[src/rtl/stab_pkg.sv]
// Package for the slot table with age buckets.
// Holds the request and status codes, the table entry layout and the age limits.
// No dependencies.
`timescale 1ns / 1ps

package stab_pkg;

	// Field widths fixed by the interface.
	localparam int unsigned REQ_W    = 2;
	localparam int unsigned KEY_W    = 27;
	localparam int unsigned AGE_W    = 7;
	localparam int unsigned STATUS_W = 2;
	localparam int unsigned SLOT_W   = 5;
	localparam int unsigned COUNT_W  = 6;

	// Request codes.
	localparam logic [REQ_W-1:0] REQ_INSERT = 2'd0;
	localparam logic [REQ_W-1:0] REQ_REMOVE = 2'd1;
	localparam logic [REQ_W-1:0] REQ_LOOKUP = 2'd2;

	// Status codes.
	localparam logic [STATUS_W-1:0] STATUS_DONE      = 2'd0;
	localparam logic [STATUS_W-1:0] STATUS_FULL      = 2'd1;
	localparam logic [STATUS_W-1:0] STATUS_NOT_FOUND = 2'd2;

	// Lowest age of the middle and of the old bucket.
	localparam logic [AGE_W-1:0] AGE_MID_LOW = 7'd19;
	localparam logic [AGE_W-1:0] AGE_OLD_LOW = 7'd36;

	// Largest count that the result fields can show.
	localparam logic [COUNT_W-1:0] COUNT_MAX = 6'd63;

	// One table entry as held in the memory.
	typedef struct packed {
		logic             used;
		logic [KEY_W-1:0] key;
		logic [AGE_W-1:0] age;
	} entry_t;

	localparam int unsigned ENTRY_W = $bits(entry_t);

	// Sequencer states, one-hot.
	typedef enum logic [3:0] {
		ST_CLEAR = 4'b0001,
		ST_IDLE  = 4'b0010,
		ST_SCAN  = 4'b0100,
		ST_RESP  = 4'b1000
	} state_t;

endpackage

[src/rtl/stab_ram.sv]
// Generic simple dual-port RAM with one write port and one registered read port.
// Read data is registered and appears in the cycle after the read enable. No dependencies.
`timescale 1ns / 1ps

module stab_ram #(
	parameter int unsigned WIDTH = 8,
	parameter int unsigned DEPTH = 32
) (
	input  logic                     clk,
	input  logic                     we,
	input  logic [$clog2(DEPTH)-1:0] waddr,
	input  logic [WIDTH-1:0]         wdata,
	input  logic                     re,
	input  logic [$clog2(DEPTH)-1:0] raddr,
	output logic [WIDTH-1:0]         rdata
);

	logic [WIDTH-1:0] mem_q [DEPTH];
	logic [WIDTH-1:0] rdata_q;

	// Write port.
	always_ff @(posedge clk) begin
		if (we) begin
			mem_q[waddr] <= wdata;
		end
	end

	// Registered read port.
	always_ff @(posedge clk) begin
		if (re) begin
			rdata_q <= mem_q[raddr];
		end
	end

	assign rdata = rdata_q;

endmodule

[src/rtl/slot_table_with_age_buckets.sv]
// Top level of the slot table with age buckets: request sequencer, scan and result register.
// Depends on stab_pkg and on stab_ram, which holds the used bit, key and age of every slot.
`timescale 1ns / 1ps

// Channel  Direction  Handshake            Payload
// req      in         req_valid/req_ready  req_type, key, age
// rsp      out        rsp_valid/rsp_ready  status, slot, found_age, count_young/mid/old
//
// After reset a clearing pass writes every slot free, with req_ready low.
// A request is accepted, then the scan reads the slots in order up to the first hit or the
// last slot, each read returning through the registered read port, then the result register
// is loaded once it is free or being emptied; an unused request code skips the scan.
// The scan is sequential because the table memory has a single read port.
// A finished result waits in the result register while the next request is accepted;
// a second result waits in the sequencer until the first has been transferred.

module slot_table_with_age_buckets #(
	parameter int unsigned CAPACITY = 32
) (
	input  logic                               clk,
	input  logic                               arst_n,
	input  logic                               req_valid,
	output logic                               req_ready,
	input  logic [stab_pkg::REQ_W-1:0]         req_type,
	input  logic [stab_pkg::KEY_W-1:0]         key,
	input  logic [stab_pkg::AGE_W-1:0]         age,
	output logic                               rsp_valid,
	input  logic                               rsp_ready,
	output logic [stab_pkg::STATUS_W-1:0]      status,
	output logic [stab_pkg::SLOT_W-1:0]        slot,
	output logic [stab_pkg::AGE_W-1:0]         found_age,
	output logic [stab_pkg::COUNT_W-1:0]       count_young,
	output logic [stab_pkg::COUNT_W-1:0]       count_mid,
	output logic [stab_pkg::COUNT_W-1:0]       count_old
);

	localparam int unsigned IW = $clog2(CAPACITY);
	localparam int unsigned CNT_W = $clog2(CAPACITY + 1);
	localparam logic [IW-1:0] LAST_IDX = IW'(CAPACITY - 1);
	localparam logic [IW:0] SCAN_END = (IW + 1)'(CAPACITY);

	stab_pkg::state_t state_q;

	// Latched request.
	logic [stab_pkg::REQ_W-1:0] req_type_q;
	logic [stab_pkg::KEY_W-1:0] key_q;
	logic [stab_pkg::AGE_W-1:0] age_q;

	// Scan control: read counter and the slot whose data returns this cycle.
	logic [IW:0]   rd_cnt_q;
	logic [IW-1:0] idx_s1;
	logic          valid_s1;
	logic [IW-1:0] clr_idx_q;

	// Held result of the finished request.
	logic [stab_pkg::STATUS_W-1:0] res_status_q;
	logic [stab_pkg::SLOT_W-1:0]   res_slot_q;
	logic [stab_pkg::AGE_W-1:0]    res_age_q;

	// Exact bucket counts.
	logic [CNT_W-1:0] young_q;
	logic [CNT_W-1:0] mid_q;
	logic [CNT_W-1:0] old_q;

	// Result register.
	logic                          rsp_valid_q;
	logic [stab_pkg::STATUS_W-1:0] status_q;
	logic [stab_pkg::SLOT_W-1:0]   slot_q;
	logic [stab_pkg::AGE_W-1:0]    found_age_q;
	logic [stab_pkg::COUNT_W-1:0]  count_young_q;
	logic [stab_pkg::COUNT_W-1:0]  count_mid_q;
	logic [stab_pkg::COUNT_W-1:0]  count_old_q;

	// Memory ports.
	logic                           mem_we;
	logic [IW-1:0]                  mem_waddr;
	logic [stab_pkg::ENTRY_W-1:0]   mem_wdata;
	logic                           mem_re;
	logic [IW-1:0]                  mem_raddr;
	logic [stab_pkg::ENTRY_W-1:0]   mem_rdata;
	stab_pkg::entry_t               rd_entry;
	stab_pkg::entry_t               wr_entry;

	logic          req_xfer;
	logic          rsp_load;
	logic          is_insert;
	logic          is_remove;
	logic          hit;
	logic          hit_now;
	logic          miss_now;
	logic [IW+4:0] idx_ext;

	// Bucket of an age: 0 young, 1 middle, 2 old.
	function automatic logic [1:0] bucket_of(input logic [stab_pkg::AGE_W-1:0] a);
		logic [1:0] b;
		if (a < stab_pkg::AGE_MID_LOW) begin
			b = 2'd0;
		end else if (a < stab_pkg::AGE_OLD_LOW) begin
			b = 2'd1;
		end else begin
			b = 2'd2;
		end
		return b;
	endfunction

	// Clamp an exact count to what six bits can show.
	function automatic logic [stab_pkg::COUNT_W-1:0] sat_count(input logic [CNT_W-1:0] v);
		logic [CNT_W+stab_pkg::COUNT_W-1:0] wide;
		logic [stab_pkg::COUNT_W-1:0]       r;
		wide = {{stab_pkg::COUNT_W{1'b0}}, v};
		if (wide > (CNT_W + stab_pkg::COUNT_W)'(stab_pkg::COUNT_MAX)) begin
			r = stab_pkg::COUNT_MAX;
		end else begin
			r = wide[stab_pkg::COUNT_W-1:0];
		end
		return r;
	endfunction

	stab_ram #(
		.WIDTH(stab_pkg::ENTRY_W),
		.DEPTH(CAPACITY)
	) u_table (
		.clk   (clk),
		.we    (mem_we),
		.waddr (mem_waddr),
		.wdata (mem_wdata),
		.re    (mem_re),
		.raddr (mem_raddr),
		.rdata (mem_rdata)
	);

	assign rd_entry  = stab_pkg::entry_t'(mem_rdata);
	assign req_ready = (state_q == stab_pkg::ST_IDLE);
	assign req_xfer  = req_valid && req_ready;
	assign rsp_load  = (state_q == stab_pkg::ST_RESP) && (!rsp_valid_q || rsp_ready);

	// Decode of the slot whose data is on the read port.
	assign is_insert = (req_type_q == stab_pkg::REQ_INSERT);
	assign is_remove = (req_type_q == stab_pkg::REQ_REMOVE);
	assign hit       = is_insert ? !rd_entry.used : (rd_entry.used && (rd_entry.key == key_q));
	assign hit_now   = (state_q == stab_pkg::ST_SCAN) && valid_s1 && hit;
	assign miss_now  = (state_q == stab_pkg::ST_SCAN) && valid_s1 && !hit && (idx_s1 == LAST_IDX);
	assign idx_ext   = {5'b0, idx_s1};

	// Memory access: clearing writes, scan reads, write-back on a hit.
	always_comb begin
		wr_entry  = rd_entry;
		mem_we    = 1'b0;
		mem_waddr = idx_s1;
		mem_re    = (state_q == stab_pkg::ST_SCAN) && (rd_cnt_q < SCAN_END);
		mem_raddr = rd_cnt_q[IW-1:0];
		if (state_q == stab_pkg::ST_CLEAR) begin
			mem_we    = 1'b1;
			mem_waddr = clr_idx_q;
			wr_entry  = '0;
		end else if (hit_now && is_insert) begin
			mem_we         = 1'b1;
			wr_entry.used  = 1'b1;
			wr_entry.key   = key_q;
			wr_entry.age   = age_q;
		end else if (hit_now && is_remove) begin
			mem_we        = 1'b1;
			wr_entry.used = 1'b0;
		end
		mem_wdata = wr_entry;
	end

	// Sequencer and scan counters.
	always_ff @(posedge clk or negedge arst_n) begin
		if (!arst_n) begin
			state_q   <= stab_pkg::ST_CLEAR;
			clr_idx_q <= '0;
			rd_cnt_q  <= '0;
			valid_s1  <= 1'b0;
		end else begin
			case (state_q)
				stab_pkg::ST_CLEAR: begin
					clr_idx_q <= clr_idx_q + 1'b1;
					if (clr_idx_q == LAST_IDX) begin
						state_q <= stab_pkg::ST_IDLE;
					end
				end
				stab_pkg::ST_IDLE: begin
					rd_cnt_q <= '0;
					valid_s1 <= 1'b0;
					if (req_xfer) begin
						if (req_type == stab_pkg::REQ_INSERT || req_type == stab_pkg::REQ_REMOVE
								|| req_type == stab_pkg::REQ_LOOKUP) begin
							state_q <= stab_pkg::ST_SCAN;
						end else begin
							state_q <= stab_pkg::ST_RESP;
						end
					end
				end
				stab_pkg::ST_SCAN: begin
					if (mem_re) begin
						rd_cnt_q <= rd_cnt_q + 1'b1;
					end
					valid_s1 <= mem_re;
					if (hit_now || miss_now) begin
						state_q <= stab_pkg::ST_RESP;
					end
				end
				stab_pkg::ST_RESP: begin
					if (rsp_load) begin
						state_q <= stab_pkg::ST_IDLE;
					end
				end
				default: begin
					state_q <= stab_pkg::ST_IDLE;
				end
			endcase
		end
	end

	// Slot index of the read data: the read address, registered to line up with the read port.
	always_ff @(posedge clk) begin
		idx_s1 <= rd_cnt_q[IW-1:0];
	end

	// Request latch and held result.
	always_ff @(posedge clk) begin
		if (req_xfer) begin
			req_type_q   <= req_type;
			key_q        <= key;
			age_q        <= age;
			res_status_q <= stab_pkg::STATUS_NOT_FOUND;
			res_slot_q   <= '0;
			res_age_q    <= '0;
		end else if (hit_now) begin
			res_status_q <= stab_pkg::STATUS_DONE;
			res_slot_q   <= idx_ext[stab_pkg::SLOT_W-1:0];
			res_age_q    <= is_insert ? age_q : rd_entry.age;
		end else if (miss_now) begin
			res_status_q <= is_insert ? stab_pkg::STATUS_FULL : stab_pkg::STATUS_NOT_FOUND;
			res_slot_q   <= '0;
			res_age_q    <= '0;
		end
	end

	// Bucket counts follow inserts and removes.
	always_ff @(posedge clk or negedge arst_n) begin
		if (!arst_n) begin
			young_q <= '0;
			mid_q   <= '0;
			old_q   <= '0;
		end else if (hit_now && is_insert) begin
			case (bucket_of(age_q))
				2'd0:    young_q <= young_q + 1'b1;
				2'd1:    mid_q   <= mid_q + 1'b1;
				default: old_q   <= old_q + 1'b1;
			endcase
		end else if (hit_now && is_remove) begin
			case (bucket_of(rd_entry.age))
				2'd0: begin
					if (young_q != '0) begin
						young_q <= young_q - 1'b1;
					end
				end
				2'd1: begin
					if (mid_q != '0) begin
						mid_q <= mid_q - 1'b1;
					end
				end
				default: begin
					if (old_q != '0) begin
						old_q <= old_q - 1'b1;
					end
				end
			endcase
		end
	end

	// Result register valid flag.
	always_ff @(posedge clk or negedge arst_n) begin
		if (!arst_n) begin
			rsp_valid_q <= 1'b0;
		end else if (rsp_load) begin
			rsp_valid_q <= 1'b1;
		end else if (rsp_ready) begin
			rsp_valid_q <= 1'b0;
		end
	end

	// Result register payload.
	always_ff @(posedge clk) begin
		if (rsp_load) begin
			status_q      <= res_status_q;
			slot_q        <= res_slot_q;
			found_age_q   <= res_age_q;
			count_young_q <= sat_count(young_q);
			count_mid_q   <= sat_count(mid_q);
			count_old_q   <= sat_count(old_q);
		end
	end

	assign rsp_valid   = rsp_valid_q;
	assign status      = status_q;
	assign slot        = slot_q;
	assign found_age   = found_age_q;
	assign count_young = count_young_q;
	assign count_mid   = count_mid_q;
	assign count_old   = count_old_q;

	// The table is written only while clearing or on a hit during a scan.
	a_write_scope: assert property (@(posedge clk) disable iff (!arst_n)
		mem_we |-> (state_q == stab_pkg::ST_CLEAR) || hit_now)
		else $error("table written outside clearing or a scan hit");

	// The bucket counts together never exceed the number of slots.
	a_count_bound: assert property (@(posedge clk) disable iff (!arst_n)
		({2'b0, young_q} + {2'b0, mid_q} + {2'b0, old_q}) <= (CNT_W + 2)'(CAPACITY))
		else $error("bucket counts exceed the table size");

	// In the cycle after a request is transferred, ready is low.
	a_one_at_a_time: assert property (@(posedge clk) disable iff (!arst_n)
		req_xfer |=> !req_ready)
		else $error("second request taken while one is in progress");

	// An error result carries slot zero and age zero.
	a_error_zero: assert property (@(posedge clk) disable iff (!arst_n)
		rsp_valid && (status != stab_pkg::STATUS_DONE) |-> (slot == '0) && (found_age == '0))
		else $error("error result with nonzero slot or age");

endmodule
[config.mk]
export PLATFORM = sky130hd
export DESIGN_NAME = slot_table_with_age_buckets
export DESIGN_NICKNAME = d
export VERILOG_FILES = /design/src/rtl/stab_pkg.sv /design/src/rtl/stab_ram.sv /design/src/rtl/slot_table_with_age_buckets.sv
export SDC_FILE = /design/constraint.sdc
export NUM_CORES = 1
export LEC_CHECK = 0
export BUFFER_PORTS_ARGS = -buffer_cell sky130_fd_sc_hd__clkbuf_2
export CORE_ASPECT_RATIO = 0.75
export CORE_MARGIN = 8
export CORE_UTILIZATION = 60
export CTS_BUF_LIST = sky130_fd_sc_hd__clkbuf_4 sky130_fd_sc_hd__clkbuf_8
export DETAILED_ROUTE_END_ITERATION = 8
export PLACE_DENSITY_LB_ADDON = 0.05
export SKIP_LAST_GASP = 1
export SLEW_MARGIN = 20
export SYNTH_ARGS = -nofsm -noshare
export SYNTH_HDL_FRONTEND = slang
export SYNTH_SLANG_ARGS = --single-unit
export TNS_END_PERCENT = 50
[constraint.sdc]
create_clock -name clk -period 6.45 [get_ports clk]
set_clock_uncertainty 0.2 [all_clocks]
set_input_delay 0.9675 -clock clk [delete_from_list [all_inputs] [get_ports clk]]
set_output_delay 0.9675 -clock clk [all_outputs]
set_load 0.01 [all_outputs]
# ---- Word level (Yosys, flattened, before mapping)
# Memories as Yosys holds them, arrays and structs flattened. A register that Yosys moved wholly into a read port is not among the register bits.
# Index checks and enable logic that the tools add are counted.
# Widths: inputs -> output; s select.
dict set report totals {
  reg_bits 122
  latch_bits 0
  ramBits 1120
  mem_bits_ro 0
  inputBits 40
  output_inout_bits 34
  wordCells 150
  memories 1
}
# name words width read_ports rd_ports_with_merged_regs write_ports line
set memory_table {}
lappend memory_table {u_table.mem_q 32 35 1 1 1 stab_ram.sv:18} ;# logic [WIDTH-1:0] mem_q [DEPTH];
dict set report classes {
  addsub 8
  n_mul 0
  n_div 0
  n_lt_le_gt_ge 5
  n_eq_ne 21
  shifts 0
  muxes 52
  bitwise 0
  reduce_logical 41
}
# cell n
set op_table {}
lappend op_table {{$mux 6} 16}
lappend op_table {{$mux 35} 1}
lappend op_table {{$mux 34} 1}
lappend op_table {{$eq 27x27->1} 1}
lappend op_table {{$add 6x1->6 const B} 4}
lappend op_table {{$mux 7} 3}
lappend op_table {{$mux 2} 10}
lappend op_table {{$mux 4} 5}
lappend op_table {{$reduce_bool 2->1} 9}
lappend op_table {{$reduce_bool 6->1} 3}
lappend op_table {{$sub 6x1->6 const B} 3}
lappend op_table {{$pmux 4 s4} 1}
lappend op_table {{$reduce_and 4->1} 4}
lappend op_table {{$mux 5} 3}
lappend op_table {{$lt 7x5->1 const B} 2}
lappend op_table {{$lt 7x6->1 const B} 2}
lappend op_table {{$ne 2x1->1 const B} 6}
lappend op_table {{$pmux 6 s2} 1}
lappend op_table {{$eq 5x5->1 const B} 2}
lappend op_table {{$logic_and 1x1->1} 10}
lappend op_table {{$mux 1} 10}
lappend op_table {{$eq 2x1->1 const B} 4}
lappend op_table {{$logic_not 2->1} 4}
lappend op_table {{$lt 6x6->1 const B} 1}
lappend op_table {{12 further kinds} 21}

# ---- Longest topological paths before layout
# Gate-level depths: netlist of run 1.
dict set report depth {
  word_depth 12
  depth_mapped 14
  ltp_nobuf 10
}

# ---- By module
# Synthesis of run 1 repeated with hierarchy kept, for this count alone.
dict set report hier_totals {
  cells_unflattened 3006
  area_unflattened_um2 50653.6
}
# module n_inst cells_each area_each_um2 seq_area_each_um2
set by_module_without_submodules {}
lappend by_module_without_submodules {stab_ram 1 2469 44895.6 34683.3}
lappend by_module_without_submodules {slot_table_with_age_buckets 1 537 5758.0 3299.4}

# ---- Worst setup path after synthesis of run 1
# Ideal clock, no wire load.
dict set report synth_timing {
  path_kind {register to register}
  start {register state_q[1]}
  end {memory u_table.mem_q[10][0] in the netlist's numbering (enable)}
  setup_time_ps 427
  arrival_ps 3253
  t_required_ps 5823
  slack_ps 2570
  path_stages_with_launch 6
  path_buffers 0
  synth_period_minus_slack_ps 3880
  path_cell_list {dfrtp_1 nor4b_4 nand2_1 o41ai_1 nand2_1 nor2_1}
}
dict set report synth_between {
  elab_chain_len 9
  elab_cells_between_ends 12
  cone_classes {eq/ne (2); mux (6); reduce/logical (4)}
}
# item line
set synth_rtl {}
lappend synth_rtl {{start: declaration} slot_table_with_age_buckets.sv:42} ;# stab_pkg::state_t state_q;
lappend synth_rtl {{start signal: assignment} slot_table_with_age_buckets.sv:171} ;# state_q <= stab_pkg::ST_CLEAR;
lappend synth_rtl {{start signal: assignment} slot_table_with_age_buckets.sv:180} ;# state_q <= stab_pkg::ST_IDLE;
lappend synth_rtl {{start signal: assignment} slot_table_with_age_buckets.sv:189} ;# state_q <= stab_pkg::ST_SCAN;
lappend synth_rtl {{$eq 4x3->1} slot_table_with_age_buckets.sv:141} ;# assign hit_now = (state_q == stab_pkg::ST_SCAN) && valid_s1 && hit;
lappend synth_rtl {{$logic_and 1x1->1 (2 in a row)} slot_table_with_age_buckets.sv:141}
lappend synth_rtl {{$logic_and 1x1->1} slot_table_with_age_buckets.sv:161} ;# end else if (hit_now && is_remove) begin
lappend synth_rtl {{$mux 1} slot_table_with_age_buckets.sv:161}
lappend synth_rtl {{$mux 1} slot_table_with_age_buckets.sv:156} ;# end else if (hit_now && is_insert) begin
lappend synth_rtl {{$mux 1} slot_table_with_age_buckets.sv:152} ;# if (state_q == stab_pkg::ST_CLEAR) begin
lappend synth_rtl {{$mux 1} stab_ram.sv:23} ;# if (we) begin
lappend synth_rtl {{$mux 1 (implied by the code)} stab_ram.sv:24} ;# mem_q[waddr] <= wdata;
lappend synth_rtl {{end: declaration} stab_ram.sv:18}
# Several ways; a longest one is shown, not always the timed one.

# ---- Final worst setup path of run 1
dict set report layout_timing {
  start {register key_q[26] in the netlist's numbering}
  end {memory u_table.mem_q[31][13] in the netlist's numbering (enable)}
}
dict set report layout_between {
  elab_chain_len 10
  elab_cells_between_ends 11
  cone_classes {eq/ne (1); mux (6); reduce/logical (4)}
}
# item line
set layout_rtl {}
lappend layout_rtl {{start: declaration} slot_table_with_age_buckets.sv:46} ;# logic [stab_pkg::KEY_W-1:0] key_q;
lappend layout_rtl {{start signal: assignment} slot_table_with_age_buckets.sv:225} ;# key_q <= key;
lappend layout_rtl {{$eq 27x27->1 (*)} slot_table_with_age_buckets.sv:140} ;# assign hit = is_insert ? !rd_entry.used : (rd_entry.used && (rd_entry.key == key_q));
lappend layout_rtl {{$logic_and 1x1->1 (*)} slot_table_with_age_buckets.sv:140}
lappend layout_rtl {{$mux 1 (*)} slot_table_with_age_buckets.sv:140}
lappend layout_rtl {{$logic_and 1x1->1 (*)} slot_table_with_age_buckets.sv:141}
lappend layout_rtl {{$logic_and 1x1->1} slot_table_with_age_buckets.sv:161}
lappend layout_rtl {{$mux 1} slot_table_with_age_buckets.sv:161}
lappend layout_rtl {{$mux 1 (*)} slot_table_with_age_buckets.sv:156}
lappend layout_rtl {{$mux 1 (*)} slot_table_with_age_buckets.sv:152}
lappend layout_rtl {{$mux 1 (*)} stab_ram.sv:23}
lappend layout_rtl {{$mux 1 (implied by the code) (*)} stab_ram.sv:24}
# Every way passes the cells marked *; elsewhere a longest branch is shown, timed or not.

==> results of run 1 <==
[synthesized netlist by cell type (3+ instances only)]
library cell     n  area [sq um]
edfxtp_1      1223         36730
mux4_2         350          7883
nand2_1        102         382.9
nor2_1          74         277.8
clkbuf_1        73         274.0
mux2_2          47         529.3
a21oi_1         43         215.2
xor2_1          37         324.1
dfrtp_1         34         850.8
buf_1           25         93.84
dfxtp_1         19         380.4
xnor2_1         16         140.1
a22oi_1         12         90.09
ha_1            11         137.6
nor4_1           9         56.30
buf_2            8         40.04
nor3_1           8         40.04
a31oi_1          7         43.79
o21ai_0          7         35.03
nand2b_1         6         37.54
mux2i_1          4         40.04
nand4_1          4         25.02
or3_1            4         25.02
a211o_1          3         26.28
inv_1            3         11.26
o21ai_1          3         15.01
o31ai_1          3         22.52
o41ai_1          3         26.28
or4b_2           3         30.03
[state kept, by name, indices dropped and copies added (netlist names), 4 cells and up]
name and count:
slot 5, key_q 27, idx_s1 5, found_age 7, count_old 6, state_q 4, res_age_q 7, mid_q 6
rd_cnt_q 6, young_q 6, res_slot_q 5, count_young 6, old_q 6, age_q 7, count_mid 6, clr_idx_q 5
u_table.mem_q 1120, u_table.rdata 35
[layer usage]
metal  part of all wire  GRT usage  vias up
met1               0.42     0.3904    12600
li1                   -          -     9665
met4              0.018    0.06690        0
met3               0.10    0.07627      135
met5                  0          0        -
met2               0.46     0.3831     1185
[report_power, final]
part | total, W | internal, W | switching [W]
logic | 0.00336 | 0.00147 | 0.00189
registers | 0.00965 | 0.00951 | 0.000141
clock network | 0.00615 | 0.00318 | 0.00298
[worst paths after layout]
check / startpoint / endpoint / depth (start not counted)
worst min register to register: res_status_q[0] / status[0] / 0
worst max register to register: key_q[26] / u_table.mem_q[31][13] / 8
worst min-delay path: arst_n / old_q[2] / 1
max in group asynchronous: arst_n / rd_cnt_q[1] / 1
min in group clk: age[6] / age_q[6] / 1
worst max-delay path: key_q[26] / u_table.mem_q[31][13] / 8
[per-stage QoR]
| step | cell area [sq um] | power (W) | instances | hold slack (ps) |
|---|---|---|---|---|
| floorplan | 49180 | 0.01197 | 2184 | 145.4 |
| global placement | 51510 | 0.01314 | 3286 | 220.7 |
| detailed placement | 51750 | 0.01320 | 3296 | 221.5 |
| CTS | 55230 | 0.01928 | 3621 | 30.61 |
| global route | 55320 | 0.01981 | 3626 | 66.78 |
| finish | 55330 | 0.01916 | 3630 | 89.90 |
[worst max-delay path: cells and delay by family (launching register included)]
family / cells / cell delay, ps
compound gates: 2 / 840
xor+xnor: 1 / 190
buf+inv: 1 / 370
flops: 1 / 410
simple gates: 4 / 2450
[layout make-up]
type	instances	area share
multi-input combinational	795	0.2029
inverter	5	0.0003844
timing repair buffer	153	0.02261
tap	1069	0.02417
sequential	1277	0.6868
clock inverter	68	0.005970
clock buffer	257	0.05692
antenna	6	0.0002714
[cells by family after synthesis]
| kind of cell | share of synthesized area |
|---|---|
| AOI/OAI and AO/OA | 0.01267 |
| buffers and inverters | 0.008879 |
| muxes | 0.1726 |
| xor gates and xnor gates | 0.009438 |
| adders and majority gates | 0.002798 |
| DFF | 0.7723 |
| and+or+nand+nor | 0.02132 |
==> results.txt, run 1 <==
The run finished with clean final reports. The die covers 91480 sq um. The H-tree was split into 4 levels. The least setup slack across all paths after layout came out at 1636 ps. The wire length reported by the detailed router is 118400 um. The first detailed-routing pass took 5 iterations.

The count of endpoints failing setup in the final report came out at 0. For this run, the register share of the synthesized area comes to 0.7723. In the final timing run, aggregate negative setup slack is 0 ps. For the pin with the worst max-slew slack, the measured transition is 1126 ps. During I/O placement, the number of pins put on the boundary was 74.

The number of vias after detailed routing came out at 23590. The initial antenna violation count was 14. The sort of element at the start of the critical path is a register. The register bit count reported by yosys came out at 1277.

After clock tree synthesis, the flow added hold-fix buffers numbering 0. The relative slew slack is 0.2473. The post-layout net count is 2467.

The growth of design area from synthesis to finish came out at 12.50%. The static leakage power is 17.18 nW. The worst endpoint data arrival time came out at 5130 ps. The cell sitting at the root of the clock tree is a clkbuf_8. The y dimension of the die is 263.9 um.

The peak supply drop came out at 0.2856 mV. Among all flip-flop cells after synthesis, the most frequent one is edfxtp_1. The unique cell type count in the Yosys netlist is 60. The via count of the first global-routing pass came out at 23650. The worst-case clock buffer depth is 3. Buffers inserted during clock tree synthesis total 184. The count of cells resized by post-cts repair came out at 0. Of the available clock period, the critical path in the final layout requires 0.7464. The leading cell type in the layout, fill and taps excluded is edfxtp_1. Port buffering added 73 buffers. The number of nets handed over by synthesis was 2235. The reported max-cap violation count is 0. Data on the critical path is required at its endpoint by 6760 ps. Entering global routing, the biggest net connects 100 pins. The setup slack at placement is 1729 ps. The average via count per standard cell is 6.498.

The reg-to-reg setup timing slack is 1640 ps. The routability-driven placement congestion ratio came out at 0.8499. After floorplanning, the core was divided into 91 placement rows. The clock edge transition at the registers on the reported setup and hold paths is 60 ps. In this design, the stage delay of the slowest critical-path cell is 1000 ps. The fill cell total of the finished layout came out at 5139. At the later pin of the worst-skew pair, clock insertion delay measures 840 ps. The maximum clock frequency is 207.7 MHz. The standard cell core area came out at 81750 sq um. The remaining global-route overflow is 0. The class of the tightest hold or removal check is in2async. The fraction of layout cells with a size suffix above 1 is 0.3550.

The footprint of the flip-flops and latches is 38000 sq um. In the global route stage, overall resource usage came out at 0.2608. The worst path needs 4814 ps of the cycle, external delays included. The first global-routing pass estimated 170400 um of wire. In this run the power density over the cells is 346.2 nW/um^2. The count of nets left with antenna violations once routing finished came out at 0. The signal on the critical path passes through xor2_1 > nor4_1 > nand4_1 > a2bb2oi_1 > o41ai_1 > nand2_1 > nor2_4 > buf_4. Among all stages on the critical path, the largest delay is contributed by nor2_4. The maximum fanout along the worst path is 25.

The starting utilization of the core area came out at 0.6016. Yosys mapped a number of flops with a built-in enable equal to 1223. The initial detailed-routing violation count is 2707. The mapped netlist covers 49180 sq um. The die is 346.6 um wide. Clock tree synthesis found a total of 1277 sinks. The Yosys step of the flow raised 0 warnings. Summed over all nets, the half-perimeter wirelength after detailed placement is 73690 um. In the layout the commonest cells are edfxtp_1 (1223), mux4_2 (350), clkbuf_8 (195). The worst setup path is captured at a register. For this run, the share of the core covered by cells in the final layout is 0.6768. The buffer count from post-CTS setup fixing is 0. The footprint of the multi-input gates came out at 11230 sq um.

TritonCTS built the clock tree. Synthesis produced a netlist whose cell count is 2184. Setup repair after global routing left no endpoint under its margin. The final number of max-transition violations is 0. In this run the mean area of a mapped cell was 22.52 sq um. In the synthesized netlist the async set-or-reset flop fraction comes to 0.02741. The number of hold violations in the final report came out at 0. After detailed routing, the average wire length per cell comes to 32.60 um. The path type of the worst setup path is reg2reg.

The remaining routing DRC violations came out at 0.
(Power assumes the default switching activity.)
==> run 2: changes to the inputs <==
--- a/config.mk
+++ b/config.mk
@@ -8,7 +8,7 @@
 export BUFFER_PORTS_ARGS = -buffer_cell sky130_fd_sc_hd__clkbuf_2
 export CORE_ASPECT_RATIO = 0.75
 export CORE_MARGIN = 8
-export CORE_UTILIZATION = 60
+export CORE_UTILIZATION = 59
 export CTS_BUF_LIST = sky130_fd_sc_hd__clkbuf_4 sky130_fd_sc_hd__clkbuf_8
 export DETAILED_ROUTE_END_ITERATION = 8
 export PLACE_DENSITY_LB_ADDON = 0.05
==> constraint.sdc (replaced) <==
create_clock -name clk -period 4.3 [get_ports clk]
set_clock_uncertainty 0.2 [all_clocks]
set_input_delay 0.645 -clock clk [delete_from_list [all_inputs] [get_ports clk]]
set_output_delay 0.645 -clock clk [all_outputs]
set_load 0.01 [all_outputs]
==> results.txt, run 2 (synthesis results as in run 1) <==
The run finished with clean final reports. The depth of the worst hold-timing path came out at 0. The number of nets with antenna violations after routing came out at 0.

The clock reaches the later pin of the worst-skew pair after 820 ps. The clock edge transition at the registers on the reported setup and hold paths is 60 ps. The clock drives 1277 sinks. The least setup slack across all paths after layout is 314.9 ps. The register with the most flip-flops in the final layout is u_table.mem_q. The final non-filler cell total came out at 3784. In the routed layout, each cell is associated on average with a via count of 6.330. The post-layout net count is 2573. The length in cells of the worst reg-to-reg path is 9. The placed standard-cell area is 52600 sq um. The worst setup path is captured at a register.

The relative slew slack came out at 0.3548. At the end of routability-driven placement, the weighted congestion stood at 0.8230. The number of port buffers is 73. The min-delay analysis places its worst path in the category reg2reg. The initial antenna violation count is 1. Clock tree synthesis inserted a total of 185 buffers.

The fraction of layout cells with a size suffix above 1 came out at 0.3652. The pin count of the biggest net entering global routing came out at 52. The via count of the first global-routing pass came out at 24360. Detailed placement finished with a half-perimeter wire length of 71830 um.

The peak supply drop came out at 0.3462 mV. In the finished design, the share of the clock period the worst path needs comes to 0.9268. The y dimension of the die is 266.0 um. Post-CTS repair changed the size of 0 cells. The remaining global-route overflow is 0.

The detailed-router iteration count before antenna repair is 7. The number of buffers and inverters on the critical path came out at 2. The path length in cells of the critical path came out at 9.

The total global-route track usage is 0.2554. In the final routed layout, each cell accounts on average for 31.01 um. The flip-flop count of the largest register, all copies and words added is 1120. After layout, the minimum clock period comes to 3985 ps. The first-pass GRT wire length came out at 169900 um. The initial detailed-routing violation count came out at 2752. The starting utilization of the core area is 0.5966. The largest single stage delay on the critical path is 830 ps. The level count of the clock H-tree is 4. The worst-case clock buffer depth is 3.

The remaining routing DRC violations is 0. The maximum fanout along the worst path came out at 29. In this run the clock root is driven by a clkbuf_8. The reported max-cap violation count is 0. The number of rows created at floorplan came out at 91. Leaving out fill and tap cells, the most frequent cells in the layout are edfxtp_1 (1223), mux4_2 (350), clkbuf_8 (192). The layout has 5188 filler cells. The number of I/O pins is 74.

Setup repair after global routing left no endpoint under its margin. The number of hold violations in the final report is 0. The die outline width came out at 349.4 um. The sort of element at the start of the critical path is a register. The static leakage power came out at 17.75 nW. The leading cell type in the layout, fill and taps excluded is edfxtp_1. After routing, the total negative slack on setup checks comes to 0 ps. The slew at the pin closest to its max-slew limit came out at 958.9 ps. With fillers left out, the area of the finished cells amounts to 56510 sq um. In this run the power density over the cells is 510.2 nW/um^2. The path type of the worst setup path is reg2reg. TritonCTS built the clock tree. The maximum clock frequency came out at 250.9 MHz. Setup violations remaining at the end of the flow were counted as 0. The worst path required time came out at 4590 ps. Relative to the synthesized area, the layout overhead comes to 14.91%. The cell at the slowest stage of the critical path is nor4_1.

The area of the die is 92950 sq um. Traced cell by cell, the critical path runs through xor2_1 > nor4_1 > nand4_1 > a2bb2oi_1 > o41ai_1 > nand2_1 > buf_4 > nor2_4 > buf_12. After detailed placement, the design holds a cell count of 3412. The worst endpoint data arrival time is 4270 ps.

The number of vias after detailed routing came out at 23950. The routed design has 117300 um of wire. The setup slack at placement came out at 390.5 ps. The cell type group with the largest total delay on the critical path is simple AND/OR/NAND/NOR gates.

The final number of max-transition violations came out at 0. The core region is 82430 sq um.
## run 2: cell type report
cell class                 instances  area [sq um]  area share
timing repair buffer             258          2440     0.04317
sequential                      1277         38000      0.6724
antenna                            1         2.502  0.00004428
inverter                           5         21.27   0.0003764
clock inverter                    74         384.1    0.006797
multi-input combinational        795         11130      0.1970
tap                             1116          1396     0.02471
clock buffer                     258          3138     0.05553
## run 2: worst register-to-register path, stage by stage, from the launching register on
cell and delay, ps:
edfxtp_1 410, xor2_1 180, nor4_1 830, nand4_1 290, a2bb2oi_1 250, o41ai_1 470
nand2_1 340, buf_4 270, nor2_4 120, buf_12 250
## run 2: repair_timing
item,4_1_cts,5_1_grt
hold buffers,39,0
setup buffers,0,0
endpoints found under the hold margin,74,0
endpoints found under the setup margin,0,0
## run 2: report_power, final
| part | internal (W) | switching [W] | leakage, nW | total [W] |
|---|---|---|---|---|
| Clock | 0.00482 | 0.00443 | 1.88 | 0.00925 |
| Combinational | 0.00238 | 0.00270 | 4.24 | 0.00508 |
| Sequential | 0.0143 | 0.000252 | 11.6 | 0.0145 |
## run 2: metal layers
layer	vias up	global-route usage	share of wire
li1	9877	-	-
met1	12780	0.3741	0.41
met2	1138	0.3887	0.47
met3	159	0.05520	0.085
met4	0	0.08563	0.028
met5	-	0	0
## run 2: metrics by stage
| stage | utilization | hold slack [ps] | total power (W) |
|---|---|---|---|
| 6_report | 0.6856 | 242.2 | 0.02883 |
| 5_1_grt | 0.6856 | 261.6 | 0.02984 |
| 4_1_cts | 0.6855 | 239.7 | 0.02911 |
| 3_5_place_dp | 0.6381 | 224.6 | 0.01988 |
| 3_3_place_gp | 0.6380 | 224.3 | 0.01983 |
| 2_1_floorplan | - | 145.4 | 0.01796 |
## run 2: path summary, 6_finish.rpt
kind | from | endpoint | slack, ps
worst max-delay path | key_q[26] | u_table.mem_q[18][14] | 310
max in group asynchronous | arst_n | rd_cnt_q[0] | 2890
worst max register to register | key_q[26] | u_table.mem_q[18][14] | 310
worst min register to register | res_age_q[0] | found_age[0] | 240
worst min-delay path | res_age_q[0] | found_age[0] | 240
min in group asynchronous | arst_n | young_q[5] | 310
